--- config.mk ---
export PLATFORM = sky130hd
export DESIGN_NAME = send_window_congestion_control_flat
export DESIGN_NICKNAME = d
export VERILOG_FILES = /design/src/rtl/swcc_pkg.sv /design/src/rtl/swcc_if.sv /design/src/rtl/send_window_congestion_control.sv /design/src/flat_wrapper.sv
export SDC_FILE = /design/constraint.sdc
export NUM_CORES = 1
export LEC_CHECK = 0
export ABC_AREA = 1
export BUFFER_PORTS_ARGS = -buffer_cell sky130_fd_sc_hd__buf_2
export CORE_MARGIN = 2
export CORE_UTILIZATION = 40
export DETAILED_ROUTE_END_ITERATION = 12
export GPL_ROUTABILITY_DRIVEN = 1
export PLACE_DENSITY = 0.64
export SYNTH_ARGS = -nofsm -noshare
export SYNTH_HDL_FRONTEND = slang
export SYNTH_SLANG_ARGS = --single-unit
--- constraint.sdc ---
create_clock -name clk -period 10.62 [get_ports clk]
set_input_delay 1.593 -clock clk [delete_from_list [all_inputs] [get_ports clk]]
set_output_delay 1.593 -clock clk [all_outputs]
set_load 0.02 [all_outputs]
--- src/rtl/swcc_pkg.sv ---
`default_nettype none
// ----------------------------------------------------------------------------
// swcc_pkg
// Types, codes and constants shared by the send window congestion control.
// ----------------------------------------------------------------------------
package swcc_pkg;

	// Hard ceiling on the window, on top of the configured maximum
	localparam int unsigned WINDOW_LIMIT = 255;

	localparam int unsigned WIN_W   = 8;
	localparam int unsigned RATE_W  = 16;
	localparam int unsigned CNT_W   = 16;
	localparam int unsigned TS_W    = 32;
	localparam int unsigned CFG_AW  = 3;
	localparam int unsigned CFG_DW  = 16;

	// Operation codes
	localparam logic [1:0] OP_SEND    = 2'd0;
	localparam logic [1:0] OP_REPLY   = 2'd1;
	localparam logic [1:0] OP_TIMEOUT = 2'd2;
	localparam logic [1:0] OP_RESET   = 2'd3;

	// Configuration register indexes
	localparam logic [CFG_AW-1:0] REG_INIT_WINDOW    = 3'd0;
	localparam logic [CFG_AW-1:0] REG_INIT_SSTHRESH  = 3'd1;
	localparam logic [CFG_AW-1:0] REG_INIT_MAX       = 3'd2;
	localparam logic [CFG_AW-1:0] REG_INIT_RATE      = 3'd3;
	localparam logic [CFG_AW-1:0] REG_TIMEOUT_THRESH = 3'd4;
	localparam logic [CFG_AW-1:0] REG_BACKOFF_EN     = 3'd5;
	localparam logic [CFG_AW-1:0] REG_RESP_TO_LIMIT  = 3'd6;
	localparam logic [CFG_AW-1:0] REG_YOUNG_LIMIT    = 3'd7;

	typedef struct packed {
		logic [1:0]      op;
		logic [TS_W-1:0] timestamp;
	} req_t;

	typedef struct packed {
		logic             refused;
		logic [WIN_W-1:0] window_size;
		logic [WIN_W-1:0] in_flight;
		logic             collapsed;
	} rsp_t;

endpackage

`default_nettype wire

--- src/rtl/swcc_if.sv ---
`default_nettype none
// ----------------------------------------------------------------------------
// swcc_if
// Valid/ready channels carrying requests and results of the send window.
// ----------------------------------------------------------------------------
interface swcc_req_if import swcc_pkg::*; ();
	logic valid;
	logic ready;
	req_t data;

	modport source (output valid, output data, input ready);
	modport sink   (input valid, input data, output ready);
endinterface

interface swcc_rsp_if import swcc_pkg::*; ();
	logic valid;
	logic ready;
	rsp_t data;

	modport source (output valid, output data, input ready);
	modport sink   (input valid, input data, output ready);
endinterface

`default_nettype wire

--- src/rtl/send_window_congestion_control.sv ---
`default_nettype none
// ----------------------------------------------------------------------------
// send_window_congestion_control
// Probe send window with slow start, congestion avoidance, per-slot rate
// limiting and timeout backoff collapse.
// ----------------------------------------------------------------------------
// Usage:
//   req carries one operation per transaction (send, reply, timeout, window
//   reset) with a timestamp; rsp returns exactly one result per request:
//   refused flag, window size, in-flight count and collapse flag.
//   Configuration registers are written through cfg_we/cfg_index/cfg_wdata
//   while no request is in progress; they take effect at the next window
//   reset operation (or directly, for the backoff controls).
// Timing:
//   A request accepted into the input register passes on to the result register,
//   which raises rsp.valid; a low rsp.ready holds it there.
//   Throughput is one transaction per cycle while rsp.ready stays high; the
//   state update is a single compare-and-increment stage, so each result
//   follows the previous one in the next cycle.
// Reset:
//   arst_n clears both stages, loads the register defaults and sets the
//   window state from them.
// Back-pressure:
//   When rsp.ready is low the result register holds; the input register
//   keeps one further transaction and req.ready drops only once both are
//   full.
// ----------------------------------------------------------------------------
module send_window_congestion_control
	import swcc_pkg::*;
(
	input  wire                clk,
	input  wire                arst_n,
	swcc_req_if.sink           req,
	swcc_rsp_if.source         rsp,
	input  wire                cfg_we,
	input  wire [CFG_AW-1:0]   cfg_index,
	input  wire [CFG_DW-1:0]   cfg_wdata
);

	// configuration registers
	logic [WIN_W-1:0]  init_window_q, init_ssthresh_q, init_max_q, timeout_thresh_q;
	logic [RATE_W-1:0] init_rate_q;
	logic              backoff_en_q;
	logic [CNT_W-1:0]  resp_to_limit_q, young_limit_q;

	// window state
	logic [WIN_W-1:0]  outstanding_q, window_q, ssthresh_q, max_q, avoid_q, phase_q;
	logic [RATE_W-1:0] rate_q, slot_sends_q;
	logic [TS_W-1:0]   slot_time_q;
	logic [CNT_W-1:0]  timeouts_q, replies_q;
	logic              responsive_q;

	// pipeline
	logic              vld_s1;
	req_t              req_s1;
	logic              out_vld_q;
	rsp_t              rsp_q;
	logic              advance;

	assign advance   = !out_vld_q || rsp.ready;
	assign req.ready = !vld_s1 || advance;
	assign rsp.valid = out_vld_q;
	assign rsp.data  = rsp_q;

	always_ff @(posedge clk or negedge arst_n) begin
		if (!arst_n) begin
			init_window_q    <= WIN_W'(10);
			init_ssthresh_q  <= WIN_W'(64);
			init_max_q       <= WIN_W'(255);
			init_rate_q      <= RATE_W'(65535);
			timeout_thresh_q <= WIN_W'(3);
			backoff_en_q     <= 1'b0;
			resp_to_limit_q  <= CNT_W'(10);
			young_limit_q    <= CNT_W'(10);
		end else if (cfg_we) begin
			case (cfg_index)
				REG_INIT_WINDOW:    init_window_q    <= cfg_wdata[WIN_W-1:0];
				REG_INIT_SSTHRESH:  init_ssthresh_q  <= cfg_wdata[WIN_W-1:0];
				REG_INIT_MAX:       init_max_q       <= cfg_wdata[WIN_W-1:0];
				REG_INIT_RATE:      init_rate_q      <= cfg_wdata[RATE_W-1:0];
				REG_TIMEOUT_THRESH: timeout_thresh_q <= cfg_wdata[WIN_W-1:0];
				REG_BACKOFF_EN:     backoff_en_q     <= cfg_wdata[0];
				REG_RESP_TO_LIMIT:  resp_to_limit_q  <= cfg_wdata[CNT_W-1:0];
				REG_YOUNG_LIMIT:    young_limit_q    <= cfg_wdata[CNT_W-1:0];
				default: ;
			endcase
		end
	end

	// input register
	always_ff @(posedge clk or negedge arst_n) begin
		if (!arst_n) begin
			vld_s1 <= 1'b0;
		end else if (req.ready) begin
			vld_s1 <= req.valid;
		end
	end

	always_ff @(posedge clk) begin
		if (req.ready && req.valid) begin
			req_s1 <= req.data;
		end
	end

	// next-state logic
	logic [WIN_W-1:0]  outstanding_d, window_d, ssthresh_d, max_d, avoid_d, phase_d;
	logic [RATE_W-1:0] rate_d, slot_sends_d;
	logic [TS_W-1:0]   slot_time_d;
	logic [CNT_W-1:0]  timeouts_d, replies_d;
	logic              responsive_d;
	logic              refused, collapsed;

	always_comb begin
		logic [RATE_W-1:0] eff_sends;
		logic [WIN_W:0]    avoid_nx;
		logic [WIN_W:0]    phase_nx;
		logic [WIN_W-1:0]  win_grown;
		logic              can_grow;

		outstanding_d = outstanding_q;
		window_d      = window_q;
		ssthresh_d    = ssthresh_q;
		max_d         = max_q;
		avoid_d       = avoid_q;
		phase_d       = phase_q;
		rate_d        = rate_q;
		slot_sends_d  = slot_sends_q;
		slot_time_d   = slot_time_q;
		timeouts_d    = timeouts_q;
		replies_d     = replies_q;
		responsive_d  = responsive_q;
		refused       = 1'b0;
		collapsed     = 1'b0;
		eff_sends     = slot_sends_q;

		can_grow  = (window_q < max_q) && (32'(window_q) < WINDOW_LIMIT)
			&& (window_q != '1);
		win_grown = can_grow ? window_q + WIN_W'(1) : window_q;
		avoid_nx  = {1'b0, avoid_q} + (WIN_W+1)'(1);
		phase_nx  = {1'b0, phase_q} + (WIN_W+1)'(1);

		case (req_s1.op)
			OP_SEND: begin
				if (req_s1.timestamp > slot_time_q) begin
					slot_time_d = req_s1.timestamp;
					eff_sends   = '0;
				end
				slot_sends_d = eff_sends;
				if (eff_sends >= rate_q || outstanding_q >= window_q) begin
					refused = 1'b1;
				end else begin
					slot_sends_d  = eff_sends + RATE_W'(1);
					outstanding_d = outstanding_q + WIN_W'(1);
				end
			end
			OP_RESET: begin
				outstanding_d = '0;
				window_d      = init_window_q;
				ssthresh_d    = init_ssthresh_q;
				max_d         = init_max_q;
				rate_d        = init_rate_q;
				slot_time_d   = '0;
				slot_sends_d  = '0;
				avoid_d       = '0;
				timeouts_d    = '0;
				replies_d     = '0;
				phase_d       = '0;
				responsive_d  = 1'b0;
			end
			default: begin
				if (outstanding_q != '0) begin
					outstanding_d = outstanding_q - WIN_W'(1);
				end
				if (req_s1.op == OP_TIMEOUT) begin
					if (timeouts_q != '1) begin
						timeouts_d = timeouts_q + CNT_W'(1);
					end
					if (backoff_en_q && responsive_q && replies_q <= young_limit_q) begin
						if (phase_nx >= {1'b0, timeout_thresh_q}) begin
							phase_d   = '0;
							collapsed = 1'b1;
						end else begin
							phase_d = phase_nx[WIN_W-1:0];
						end
					end
				end else begin
					if (timeouts_q < resp_to_limit_q) begin
						responsive_d = 1'b1;
					end
					if (replies_q != '1) begin
						replies_d = replies_q + CNT_W'(1);
					end
					phase_d = '0;
				end
				if (collapsed) begin
					window_d   = WIN_W'(1);
					ssthresh_d = WIN_W'(1);
					max_d      = WIN_W'(1);
					rate_d     = RATE_W'(1);
				end else if (window_q <= ssthresh_q) begin
					window_d = win_grown;
				end else if (avoid_nx >= {1'b0, window_q}) begin
					// a full window of answers: one step of avoidance growth
					avoid_d  = '0;
					window_d = win_grown;
				end else begin
					avoid_d = avoid_nx[WIN_W-1:0];
				end
			end
		endcase
	end

	always_ff @(posedge clk or negedge arst_n) begin
		if (!arst_n) begin
			outstanding_q <= '0;
			window_q      <= WIN_W'(10);
			ssthresh_q    <= WIN_W'(64);
			max_q         <= WIN_W'(255);
			rate_q        <= RATE_W'(65535);
			slot_time_q   <= '0;
			slot_sends_q  <= '0;
			avoid_q       <= '0;
			timeouts_q    <= '0;
			replies_q     <= '0;
			phase_q       <= '0;
			responsive_q  <= 1'b0;
			out_vld_q     <= 1'b0;
		end else if (advance) begin
			out_vld_q <= vld_s1;
			if (vld_s1) begin
				outstanding_q <= outstanding_d;
				window_q      <= window_d;
				ssthresh_q    <= ssthresh_d;
				max_q         <= max_d;
				rate_q        <= rate_d;
				slot_time_q   <= slot_time_d;
				slot_sends_q  <= slot_sends_d;
				avoid_q       <= avoid_d;
				timeouts_q    <= timeouts_d;
				replies_q     <= replies_d;
				phase_q       <= phase_d;
				responsive_q  <= responsive_d;
			end
		end
	end

	// result register
	always_ff @(posedge clk) begin
		if (advance && vld_s1) begin
			rsp_q.refused     <= refused;
			rsp_q.window_size <= window_d;
			rsp_q.in_flight   <= outstanding_d;
			rsp_q.collapsed   <= collapsed;
		end
	end

endmodule

`default_nettype wire

--- src/flat_wrapper.sv ---
// flat-port wrapper written by rule: the top's interface ports become plain ports
module send_window_congestion_control_flat import swcc_pkg::*;
  (clk, arst_n, cfg_we, cfg_index, cfg_wdata, req_valid, req_data, req_ready, rsp_valid, rsp_data, rsp_ready);
  swcc_req_if req_i ();
  swcc_rsp_if rsp_i ();
  input  wire clk;
  input  wire arst_n;
  input  wire cfg_we;
  input  wire [CFG_AW-1:0] cfg_index;
  input  wire [CFG_DW-1:0] cfg_wdata;
  input wire logic [$bits(req_i.valid)-1:0] req_valid;
  input wire logic [$bits(req_i.data)-1:0] req_data;
  output wire logic [$bits(req_i.ready)-1:0] req_ready;
  output wire logic [$bits(rsp_i.valid)-1:0] rsp_valid;
  output wire logic [$bits(rsp_i.data)-1:0] rsp_data;
  input wire logic [$bits(rsp_i.ready)-1:0] rsp_ready;
  assign req_i.valid = req_valid;
  assign req_i.data = req_data;
  assign req_ready = req_i.ready;
  assign rsp_valid = rsp_i.valid;
  assign rsp_data = rsp_i.data;
  assign rsp_i.ready = rsp_ready;
  send_window_congestion_control u_core (.clk(clk), .arst_n(arst_n), .req(req_i), .rsp(rsp_i), .cfg_we(cfg_we), .cfg_index(cfg_index), .cfg_wdata(cfg_wdata));
endmodule
# Word-level counts from Yosys, hierarchy flattened
# Cells that the tools add are included.
dict set report totals {
  regBits 280
  latchBits 0
  ram_bits 0
  romBits 0
  in_bits 58
  output_inout_bits 20
  wordCells 143
  n_memories 0
}
dict set report op_classes {
  addsub 8
  n_mul 0
  div_mod_pow 0
  magnitude_cmp 10
  n_eq_ne 17
  shift 0
  n_mux 41
  bitwise_logic 1
  reduce_logical 38
}
# cell count
set op_table {}
lappend op_table {{16-bit 2-to-1 mux} 8}
lappend op_table {{16-bit one-hot mux with 2 select lines} 4}
lappend op_table {{8-bit 2-to-1 mux} 13}
lappend op_table {{8-bit one-hot mux with 2 select lines} 6}
lappend op_table {{32-bit one-hot mux with 2 select lines} 1}
lappend op_table {{16-bit by 1-bit adder with 16-bit output (second input constant)} 3}
lappend op_table {{32-bit > comparator} 1}
lappend op_table {{32-bit 2-to-1 mux} 1}
lappend op_table {{16-bit != test (second input constant)} 2}
lappend op_table {{5-bit AND reduction} 4}
lappend op_table {{8-bit by 1-bit adder with 9-bit output (second input constant)} 2}
lappend op_table {{9-bit by 8-bit >= comparator with 1-bit output} 2}
lappend op_table {{2-bit AND reduction} 9}
lappend op_table {{8-bit by 1-bit adder with 8-bit output (second input constant)} 2}
lappend op_table {{16-bit >= comparator} 1}
lappend op_table {{16-bit <= comparator} 1}
lappend op_table {{16-bit < comparator} 1}
lappend op_table {{3-bit equality test (second input constant)} 4}
lappend op_table {{4-bit AND reduction} 3}
lappend op_table {{2-bit nonzero test} 6}
lappend op_table {{8-bit >= comparator} 1}
lappend op_table {{8-bit <= comparator} 1}
lappend op_table {{8-bit < comparator} 1}
lappend op_table {{8-bit < comparator (second input constant)} 1}
lappend op_table {{19 further kinds} 37}

# Longest topological paths before layout
# Gate-level depths: netlist (run 1).
dict set report depth {
  ltp_word 8
  mapped_depth 34
  ltp_nobuf 32
}

# Least setup slack after synthesis (run 1)
# Ideal clock, no wire load.
dict set report synth_path {
  path_kind {in2out}
  from {input port rsp_ready}
  to {output port req_ready}
  arrival_ns 2.022
  setup_slack_ns 7.005
  path_stages 2
  path_cell_list {nor2_2 -> nand2_1}
}
dict set report synth_between {
  elab_chain_cells 2
}
# element line
set synth_rtl {}
lappend synth_rtl {{start, declared} flat_wrapper.sv:16} ;# input wire logic [$bits(rsp_i.ready)-1:0] rsp_ready;
lappend synth_rtl {{1-bit logical OR} send_window_congestion_control.sv:60} ;# assign advance = !out_vld_q || rsp.ready;
lappend synth_rtl {{1-bit logical OR} send_window_congestion_control.sv:61} ;# assign req.ready = !vld_s1 || advance;
lappend synth_rtl {{end, declared} flat_wrapper.sv:13} ;# output wire logic [$bits(req_i.ready)-1:0] req_ready;
# No other way between the ends.

# Final worst setup path (run 1)
dict set report layout_path {
  from {register u_core.req_s1[31] (netlist bit)}
  to {register u_core.slot_sends_q[10]}
}
dict set report layout_between {
  elab_chain_cells 7
  elab_cells_between_ends 8
  classes_between {add/sub: 1; order compare: 2; mux: 4; reduce/logical: 1}
}
# element line
set layout_rtl {}
lappend layout_rtl {{start, declared} send_window_congestion_control.sv:55} ;# req_t req_s1;
lappend layout_rtl {{start signal, assigned} send_window_congestion_control.sv:101} ;# req_s1 <= req.data;
lappend layout_rtl {{32-bit > comparator (*)} send_window_congestion_control.sv:144} ;# if (req_s1.timestamp > slot_time_q) begin
lappend layout_rtl {{16-bit 2-to-1 mux (*)} send_window_congestion_control.sv:144}
lappend layout_rtl {{16-bit 2-to-1 mux (*)} send_window_congestion_control.sv:142} ;# case (req_s1.op)
lappend layout_rtl {{16-bit >= comparator} send_window_congestion_control.sv:149} ;# if (eff_sends >= rate_q || outstanding_q >= window_q) begin
lappend layout_rtl {{1-bit logical OR} send_window_congestion_control.sv:149}
lappend layout_rtl {{16-bit 2-to-1 mux (*)} send_window_congestion_control.sv:149}
lappend layout_rtl {{16-bit one-hot mux with 2 select lines (*)} send_window_congestion_control.sv:142}
lappend layout_rtl {{end signal, assigned} send_window_congestion_control.sv:237} ;# slot_sends_q <= slot_sends_d;
lappend layout_rtl {{end, declared} send_window_congestion_control.sv:48} ;# logic [RATE_W-1:0] rate_q, slot_sends_q;
# Every way passes the cells marked *; elsewhere a longest branch is shown, timed or not. The select of a mux whose other input is x is not followed.
# A chain may end at the register's enable or synchronous reset.

==> impl_metrics.toml, run 1 <==
[critical_path]
worstPathMaxFanout = 25
path_cells = "ha_1 > a21oi_1 > o21a_1 > nand2_1 > a21oi_1 > nand2_1 > nand2_2 > inv_1 > nor2_1 > ha_1 > nand2_1 > o21ai_0 > a21oi_1 > a21boi_0 > nand3b_1 > clkinv_1 > nand2_1 > nor2_2 > nand2_1 > nand3_1 > o21ai_0"
slowest_stage = "clkinv_1"
start_kind = "flip-flop"
crit_family = "simple AND/OR/NAND/NOR gates"
critPathBufInv = 2
worstPathRequired_ps = 11050
cp_data_arrival_time_ps = 5260
crit_top_cell = "nand2_1"
crit_path_end_kind = "flip-flop"
slowest_delay_ps = 470
critPathKind = "reg2reg"

[flow_run]
maxCapViolCount = 0

[timing]
post-route-period-util_pct = 45.5
rsz0062_at_grt = "no"
slew_headroom_pct = 31.0
finalSetupViolations = 0
finalCriticalPeriod_ps = 4830
fmax_ghz = 0.207
fin_skew_ps = 15.3
slew_violations = 0
setup_tns_ps = 0
worst_pin_slew_ps = 1030
hold_violations = 0
layout_setup_ws_ps = 5790

[power]
leakagePower_nw = 8.09
power_switching_mw = 1.43
power.density_mw_per_mm2 = 231
swShare_pct = 36.4
combPwrFrac_pct = 32.1
pwr-share-clk_pct = 27.8
ir_drop_mv = 0.140
seqPwrFrac_pct = 40.0
internal_power_mw = 2.49

[yosys]
avgSynthCellArea_sq_um = 8.64
syn_nets = 1929
syn_inst = 1741
async_flop_share_pct = 81.4
yosys_warnings = 0
synth_cell_types = 51
synth-seq-cells = 280
netlist_area_sq_mm = 0.0150
synth_edf_count = 52
ys_seq_area_share_pct = 48.8
synth_ff_type = "dfrtp_1"

[final_layout]
drive_gt1_share_pct = 12.1
layout_commonest_cell = "nand2_1"
regArea_sq_mm = 0.00734
diodes = 0
nets = 2003
multi_input_area_sq_mm = 0.00659
syn_to_final_growth_pct = 12.6
fill_cells = 3655
mostFrequentLayoutCells = "nand2_1, inv_1, o21ai_0"

[routing]
routed_wl_mm = 34.3
via_per_inst = 5.10
vias = 11805
ant_nets = 0
drt_iter0_markers = 805
drt_first_pass_iters = 5
wire_per_inst_um = 14.8
route.detailed.drc = 0

[placed_design]
gp_congestion = 0.887
hpwl_mm = 24.2
io_buffers = 77
pre_cts_ws_ps = 5900

[clock_network]
clockBufferDepth = 3
cts_buffers = 31
cts_root_buffer = "clkbuf_16"
cts_resized = 0
clk_latency_ps = 580
cts_setup_buffers = 0
cts_max_level = 1
cts.reportedPaths.clkPinSlew_ps = 60
cts_hold_buf = 0
cts_sinks = 280
cts_tree = "done"

[floorplanning]
row_count = 71
die_w_um = 198
boundaryPins = 78
coreArea_sq_mm = 0.0373
initial_core_util_pct = 40.3
die_h_um = 198
die_area_sq_mm = 0.0392

[global_route]
antenna_found_initial = 0
grt_max_degree = 85
track_usage_pct = 18.1
first_global_vias = 11620
grt_overflow = 0
grt_pass1_wl_mm = 57.8

[outcome]
status = "finished, final reports clean"

[min_path]
hp-class = "reg2reg"
-- worst register-to-register path, stage by stage (launching register included) --
cell and delay (ps):
edfxtp_1 400, ha_1 330, a21oi_1 160, o21a_1 160, nand2_1 50, a21oi_1 130
nand2_1 80, nand2_2 450, inv_1 160, nor2_1 280, ha_1 300, nand2_1 80
o21ai_0 100, a21oi_1 180, a21boi_0 240, nand3b_1 430, clkinv_1 480, nand2_1 190
nor2_2 200, nand2_1 90, nand3_1 90, o21ai_0 120
-- layout make-up --
cell class | count | area share, %
inverter | 251 | 5.56
tap | 474 | 3.50
clock inverter | 9 | 0.709
clock buffer | 49 | 5.45
multi-input combinational | 1168 | 38.9
timing repair buffer | 83 | 2.60
sequential | 280 | 43.3
-- stage by stage --
step	instances	total power, mW	cell area, sq um	utilization, %	hold slack (ps)
4_1_cts	2314	3.95	16900	45.4	482
3_5_place_dp	2256	2.84	15900	42.6	468
5_1_grt	2314	4.24	16900	45.4	502
6_report	2314	3.92	16900	45.4	481
2_1_floorplan	1741	2.50	15000	-	449
3_3_place_gp	2256	2.79	15900	42.6	468
-- state kept, by name, summed over array words and instances, names as in the netlist, 16 cells and up --
register and flops:
u_core.replies_q 16, u_core.rsp.data 18, u_core.slot_time_q 32, u_core.init_rate_q 16
u_core.req_s1 34, u_core.slot_sends_q 16, u_core.rate_q 16, u_core.timeouts_q 16
u_core.resp_to_limit_q 16, u_core.young_limit_q 16
-- Yosys cell counts, types with 3 or more instances --
library cell | number | area (sq um)
inv_2 | 7 | 26.3
clkbuf_1 | 29 | 109
dfrtp_1 | 168 | 4200
nand3b_1 | 6 | 45.0
nor2_1 | 89 | 334
edfxtp_1 | 52 | 1560
a21oi_1 | 82 | 410
ha_1 | 130 | 1630
o21bai_1 | 3 | 22.5
nor3_1 | 35 | 175
a21o_1 | 5 | 37.5
nor3_2 | 3 | 30.0
o211ai_1 | 3 | 22.5
nor2_2 | 6 | 37.5
nand4_1 | 23 | 144
xor2_1 | 19 | 166
nand3_1 | 102 | 510
dfstp_2 | 60 | 1580
a31oi_1 | 3 | 18.8
o31ai_1 | 7 | 52.6
o21ai_1 | 7 | 35.0
o21a_1 | 4 | 30.0
a22oi_1 | 7 | 52.6
inv_1 | 243 | 912
buf_2 | 9 | 45.0
nand2_1 | 390 | 1460
xnor2_1 | 3 | 26.3
o21ai_0 | 213 | 1070
-- cells by family after synthesis --
group / synth area share, %
AO/OA/AOI/OAI: 12.3
XOR/XNOR: 1.28
adder cells (fa/ha/maj): 10.8
buffers and inverters: 7.46
flip-flops: 48.8
AND/OR/NAND/NOR: 19.3
-- power by group through the flow --
stage               Sequential, mW  Clock, mW  Combinational, mW
finish                        1.57       1.09               1.26
global route                  1.60       1.16               1.48
floorplan                     1.56          0              0.934
detailed placement            1.59          0               1.25
global placement              1.58          0               1.21
CTS                           1.57       1.11               1.26
-- layer usage --
metal	vias to the layer above	track usage [%]	wire [um]
met5	-	0	0
met3	63	3.12	1740
met1	5557	24.6	16100
met4	0	4.57	697
li1	5913	-	-
met2	272	30.1	15800
-- final timing paths --
path	startpoint	endpoint	slack, ps	depth (start not counted)
max	u_core.req_s1[31]	u_core.slot_sends_q[10]	5790	21
min	u_core.init_rate_q[15]	u_core.rate_q[15]	480	2
max reg2reg	u_core.req_s1[31]	u_core.slot_sends_q[10]	5790	21
min reg2reg	u_core.init_rate_q[15]	u_core.rate_q[15]	480	2
max in group asynchronous	arst_n	u_core.slot_time_q[10]	8120	2
min in group asynchronous	arst_n	u_core.avoid_q[2]	1010	1
Note: power is estimated with default switching activity, not from simulation.
==> run 2: changes to the inputs <==
- clock period: 10.62 -> 4.9 ns (I/O delays scaled with it)
==> impl_metrics.toml, run 2 (synthesized netlist as in run 1, its figures left out) <==
[outcome]
status = "finished, final reports clean"

[final_layout]
regArea_sq_mm = 0.00734
fin_cells = 2321
fill_cells = 3578
multi_input_area_sq_mm = 0.00659
final_cell_area_sq_mm = 0.0171
diodes = 0
largest_reg_flops = 34
syn_to_final_growth_pct = 13.7
drive_gt1_share_pct = 12.7
largest_register = "u_core.req_s1"
nets = 2009
layout_commonest_cell = "nand2_1"
mostFrequentLayoutCells = "nand2_1, inv_1, o21ai_0"

[placed_design]
gp_congestion = 0.903
place_area_sq_mm = 0.0159
io_buffers = 77
hpwl_mm = 23.7
dpl.cell_count = 2259
pre_cts_ws_ps = 692

[clock_network]
clockBufferDepth = 3
cts_root_buffer = "clkbuf_16"
cts_max_level = 2
cts_hold_buf = 0
cts_tree = "done"
cts_resized = 0
cts_sinks = 280
cts_buffers = 34
cts_setup_buffers = 0
cts.reportedPaths.clkPinSlew_ps = 60
clk_latency_ps = 550

[critical_path]
crit_path_end_kind = "flip-flop"
worstPathRequired_ps = 5320
start_kind = "flip-flop"
worstPathMaxFanout = 25
cp_data_arrival_time_ps = 4600
critPathKind = "reg2reg"

[timing]
post-route-period-util_pct = 85.3
slew_violations = 0
fin_skew_ps = 20.7
worst_pin_slew_ps = 1010
rsz0062_at_grt = "no"
hold_violations = 0
finalSetupViolations = 0
slew_headroom_pct = 32.8
setup_tns_ps = 0
finalCriticalPeriod_ps = 4180
fmax_ghz = 0.239
layout_setup_ws_ps = 719

[routing]
routed_wl_mm = 33.9
drt_iter0_markers = 610
vias = 11712
drt_first_pass_iters = 5
route.detailed.drc = 0
via_per_inst = 5.05
wire_per_inst_um = 14.6
ant_nets = 0

[global_route]
antenna_found_initial = 0
grt_pass1_wl_mm = 56.6
track_usage_pct = 18.0
grt_max_degree = 105
first_global_vias = 11399
grt_overflow = 0

[power]
leakagePower_nw = 8.18
ir_drop_mv = 0.298
power.density_mw_per_mm2 = 511

[floorplanning]
row_count = 71
coreArea_sq_mm = 0.0373
die_h_um = 198
boundaryPins = 78
initial_core_util_pct = 40.3
die_area_sq_mm = 0.0392
die_w_um = 198

[min_path]
hp-class = "in2async"

[flow_run]
maxCapViolCount = 0
## run 2: cell types whose count changed in the layout (fill, tap and decap cells not counted), sizes merged
cell / change
clkinv: +7
clkbuf: -5
buf: +3
bufinv: +1
inv: +1
## run 2: critical path: stages (launching register included)
cell and delay [ps]:
edfxtp_1 390, ha_1 330, nand2_1 60, nor2_1 190
nand4_1 120, nor2_1 140, nand2_1 70, nand2_1 60
nand2_2 340, nand2_1 200, inv_1 80, ha_1 300
nand2_1 70, inv_1 50, nand3_1 70, nor3_1 250
a21boi_0 150, nand3b_1 120, clkinv_1 420, nand2_1 320
nor2_2 80, nand3_1 70, nand2_1 60, nand2_1 60
nand2_1 40
## run 2: per-layer routing
layer / up-vias / GRT usage (%) / share of wire [%] / wire, um
met5: - / 0 / 0 / 0
li1: 5925 / - / - / -
met2: 266 / 29.3 / 45 / 15400
met4: 0 / 6.93 / 2.7 / 919
met1: 5452 / 23.9 / 46 / 15700
met3: 69 / 3.37 / 5.7 / 1920
## run 2: layout make-up
class,count,share of cell area [%]
clock inverter,18,1.13
tap,474,3.47
multi-input combinational,1168,38.5
clock buffer,44,5.72
timing repair buffer,86,2.78
inverter,251,5.51
sequential,280,42.9
## run 2: worst paths after layout
check,start,end,slack [ps],cells past startpoint
max,u_core.req_s1[23],u_core.slot_sends_q[12],720,24
max reg2reg,u_core.req_s1[23],u_core.slot_sends_q[12],720,24
min in group clk,req_data[9],u_core.req_s1[9],360,1
min,arst_n,u_core.avoid_q[3],220,1
min reg2reg,u_core.init_max_q[6],u_core.max_q[6],480,2
max in group asynchronous,arst_n,u_core.timeouts_q[6],3630,2
## run 2: metrics by stage
step / hold WS, ps / util (%) / power [mW]
2_1_floorplan: 439 / - / 5.41
3_3_place_gp: 466 / 42.7 / 6.07
3_5_place_dp: 468 / 42.7 / 6.18
4_1_cts: 254 / 45.9 / 8.84
5_1_grt: 288 / 45.9 / 9.46
6_report: 216 / 45.9 / 8.75
## run 2: report_power, final
group          switching, mW  total, mW  internal [mW]
Clock                   1.03       2.61           1.58
Sequential             0.333       3.40           3.06
Combinational           1.78       2.74          0.960
==> run 3: changes to the inputs <==
- CTS_CLUSTER_SIZE: unset -> 25
- PLACE_DENSITY: 0.64 -> unset
- PLACE_DENSITY_LB_ADDON: unset -> 0.25
==> impl_metrics.toml, run 3 (synthesized netlist as in run 1, its figures left out) <==
[outcome]
status = "finished, final reports clean"

[critical_path]
worstPathRequired_ps = 5310
cp_data_arrival_time_ps = 4670
rrSetupSlack_ps = 640
start_kind = "flip-flop"
crit_path_end_kind = "flip-flop"
critPathKind = "reg2reg"
worstReg2RegEnd = "u_core.slot_sends_q[15]"
worstPathMaxFanout = 25
r2r_cells = 27
cp-startpoint = "u_core.req_s1[17]"
crit-reg2reg-launch = "u_core.req_s1[17]"
crit_path_end = "u_core.slot_sends_q[15]"

[timing]
post-route-period-util_pct = 87.0
slew_headroom_pct = 27.2
setup_tns_ps = 0
finalCriticalPeriod_ps = 4260
hold_violations = 0
finalSetupViolations = 0
fin_skew_ps = 9.97
fmax_ghz = 0.235
rsz0062_at_grt = "no"
slew_violations = 0
worst_pin_slew_ps = 1090

[power]
leakagePower_nw = 8.15
power.density_mw_per_mm2 = 505
p_total_mw = 8.61
ir_drop_mv = 0.305

[final_layout]
diodes = 0
fill_cells = 3642
largest_reg_flops = 34
largest_register = "u_core.req_s1"
syn_to_final_growth_pct = 13.4
layout_commonest_cell = "nand2_1"
nets = 2013
regArea_sq_mm = 0.00734
multi_input_area_sq_mm = 0.00659
mostFrequentLayoutCells = "nand2_1, inv_1, o21ai_0"
drive_gt1_share_pct = 12.6

[routing]
drt_first_pass_iters = 5
via_per_inst = 5.06
ant_nets = 0
wire_per_inst_um = 14.7
drt_iter0_markers = 734
vias = 11764
routed_wl_mm = 34.2
route.detailed.drc = 0

[clock_network]
cts_hold_buf = 0
cts_resized = 0
cts_root_buffer = "clkbuf_16"
cts.reportedPaths.clkPinSlew_ps = 60
cts_buffers = 34
clockBufferDepth = 3
cts_tree = "done"
clk_latency_ps = 520
cts_sinks = 280
cts_max_level = 2
cts_setup_buffers = 0

[placed_design]
io_buffers = 77
gp_congestion = 0.864
hpwl_mm = 24.1

[global_route]
grt_overflow = 0
grt_max_degree = 118
first_global_vias = 11570
track_usage_pct = 18.4
antenna_found_initial = 0
grt_pass1_wl_mm = 58.0

[floorplanning]
initial_core_util_pct = 40.3
die_w_um = 198
row_count = 71
die_area_sq_mm = 0.0392
coreArea_sq_mm = 0.0373
die_h_um = 198
boundaryPins = 78

[flow_run]
maxCapViolCount = 0

[min_path]
hp-class = "in2async"
-- run 3: changes by cell type in the layout (fill, tap and decap cells not counted), sizes merged --
cell      previous run  this run
clkbuf              44        50
clkinv              13         7
buf                 86        90
bufinv               3         1
clkinvlp             1         3
-- run 3: report_power, final --
| group | internal [mW] | switching (mW) |
|---|---|---|
| clock network | 1.46 | 0.988 |
| registers | 3.06 | 0.336 |
| logic | 0.966 | 1.79 |
-- run 3: layout make-up --
| class | instances | share of cell area [%] |
|---|---|---|
| clock inverters | 12 | 0.623 |
| clock buffers | 50 | 5.81 |
| flip-flops and latches | 280 | 43.0 |
| multi-input cells | 1168 | 38.6 |
| repair buffers | 90 | 2.89 |
| well taps | 474 | 3.48 |
| inverters | 251 | 5.55 |
-- run 3: worst min-delay path by stage --
stage,from,to,slack [ps],depth (start not counted)
global placement,u_core.init_max_q[6],u_core.max_q[6],460,2
floorplan,arst_n,u_core.avoid_q[0],440,0
CTS,arst_n,u_core.avoid_q[7],350,1
global route,req_data[24],u_core.req_s1[24],370,1
detailed placement,u_core.init_max_q[6],u_core.max_q[6],460,2
finish,arst_n,u_core.ssthresh_q[4],290,1
-- run 3: per-stage QoR --
step | utilization [%] | std cells | hold slack (ps) | worst slack (ps) | instance area, sq um
detailed placement | 42.8 | 2263 | 462 | 584 | 16000
global route | 45.7 | 2325 | 369 | 72.3 | 17100
CTS | 45.7 | 2325 | 354 | 563 | 17100
floorplan | - | 1741 | 439 | 1480 | 15000
global placement | 42.8 | 2263 | 461 | 664 | 16000
finish | 45.7 | 2325 | 294 | 636 | 17100
-- run 3: critical path: stages (launching register included) --
cell        delay, ps
edfxtp_1          400
ha_1              330
nand2_1            80
nand2_1            50
nand2_1            50
nand2_1            40
nand2_1            50
nand3_1            70
a21oi_1           130
nand2_1            80
nand2_2           440
inv_1             140
nor2_1            250
ha_1              280
nand2_1            80
o21ai_0            80
a21oi_1           190
a21boi_0          220
nand3b_1           90
buf_4             190
clkinvlp_4        250
nand2_1           160
nor2_2            210
nand2_1            70
nand2_1            60
nand2_1            50
nand2_1            50
nand2_1            40
-- run 3: metal layers --
metal	GRT usage, %	part of all wire [%]
met3	3.17	5.5
met2	29.9	46
met1	25.4	47
met4	4.90	1.9
met5	0	0
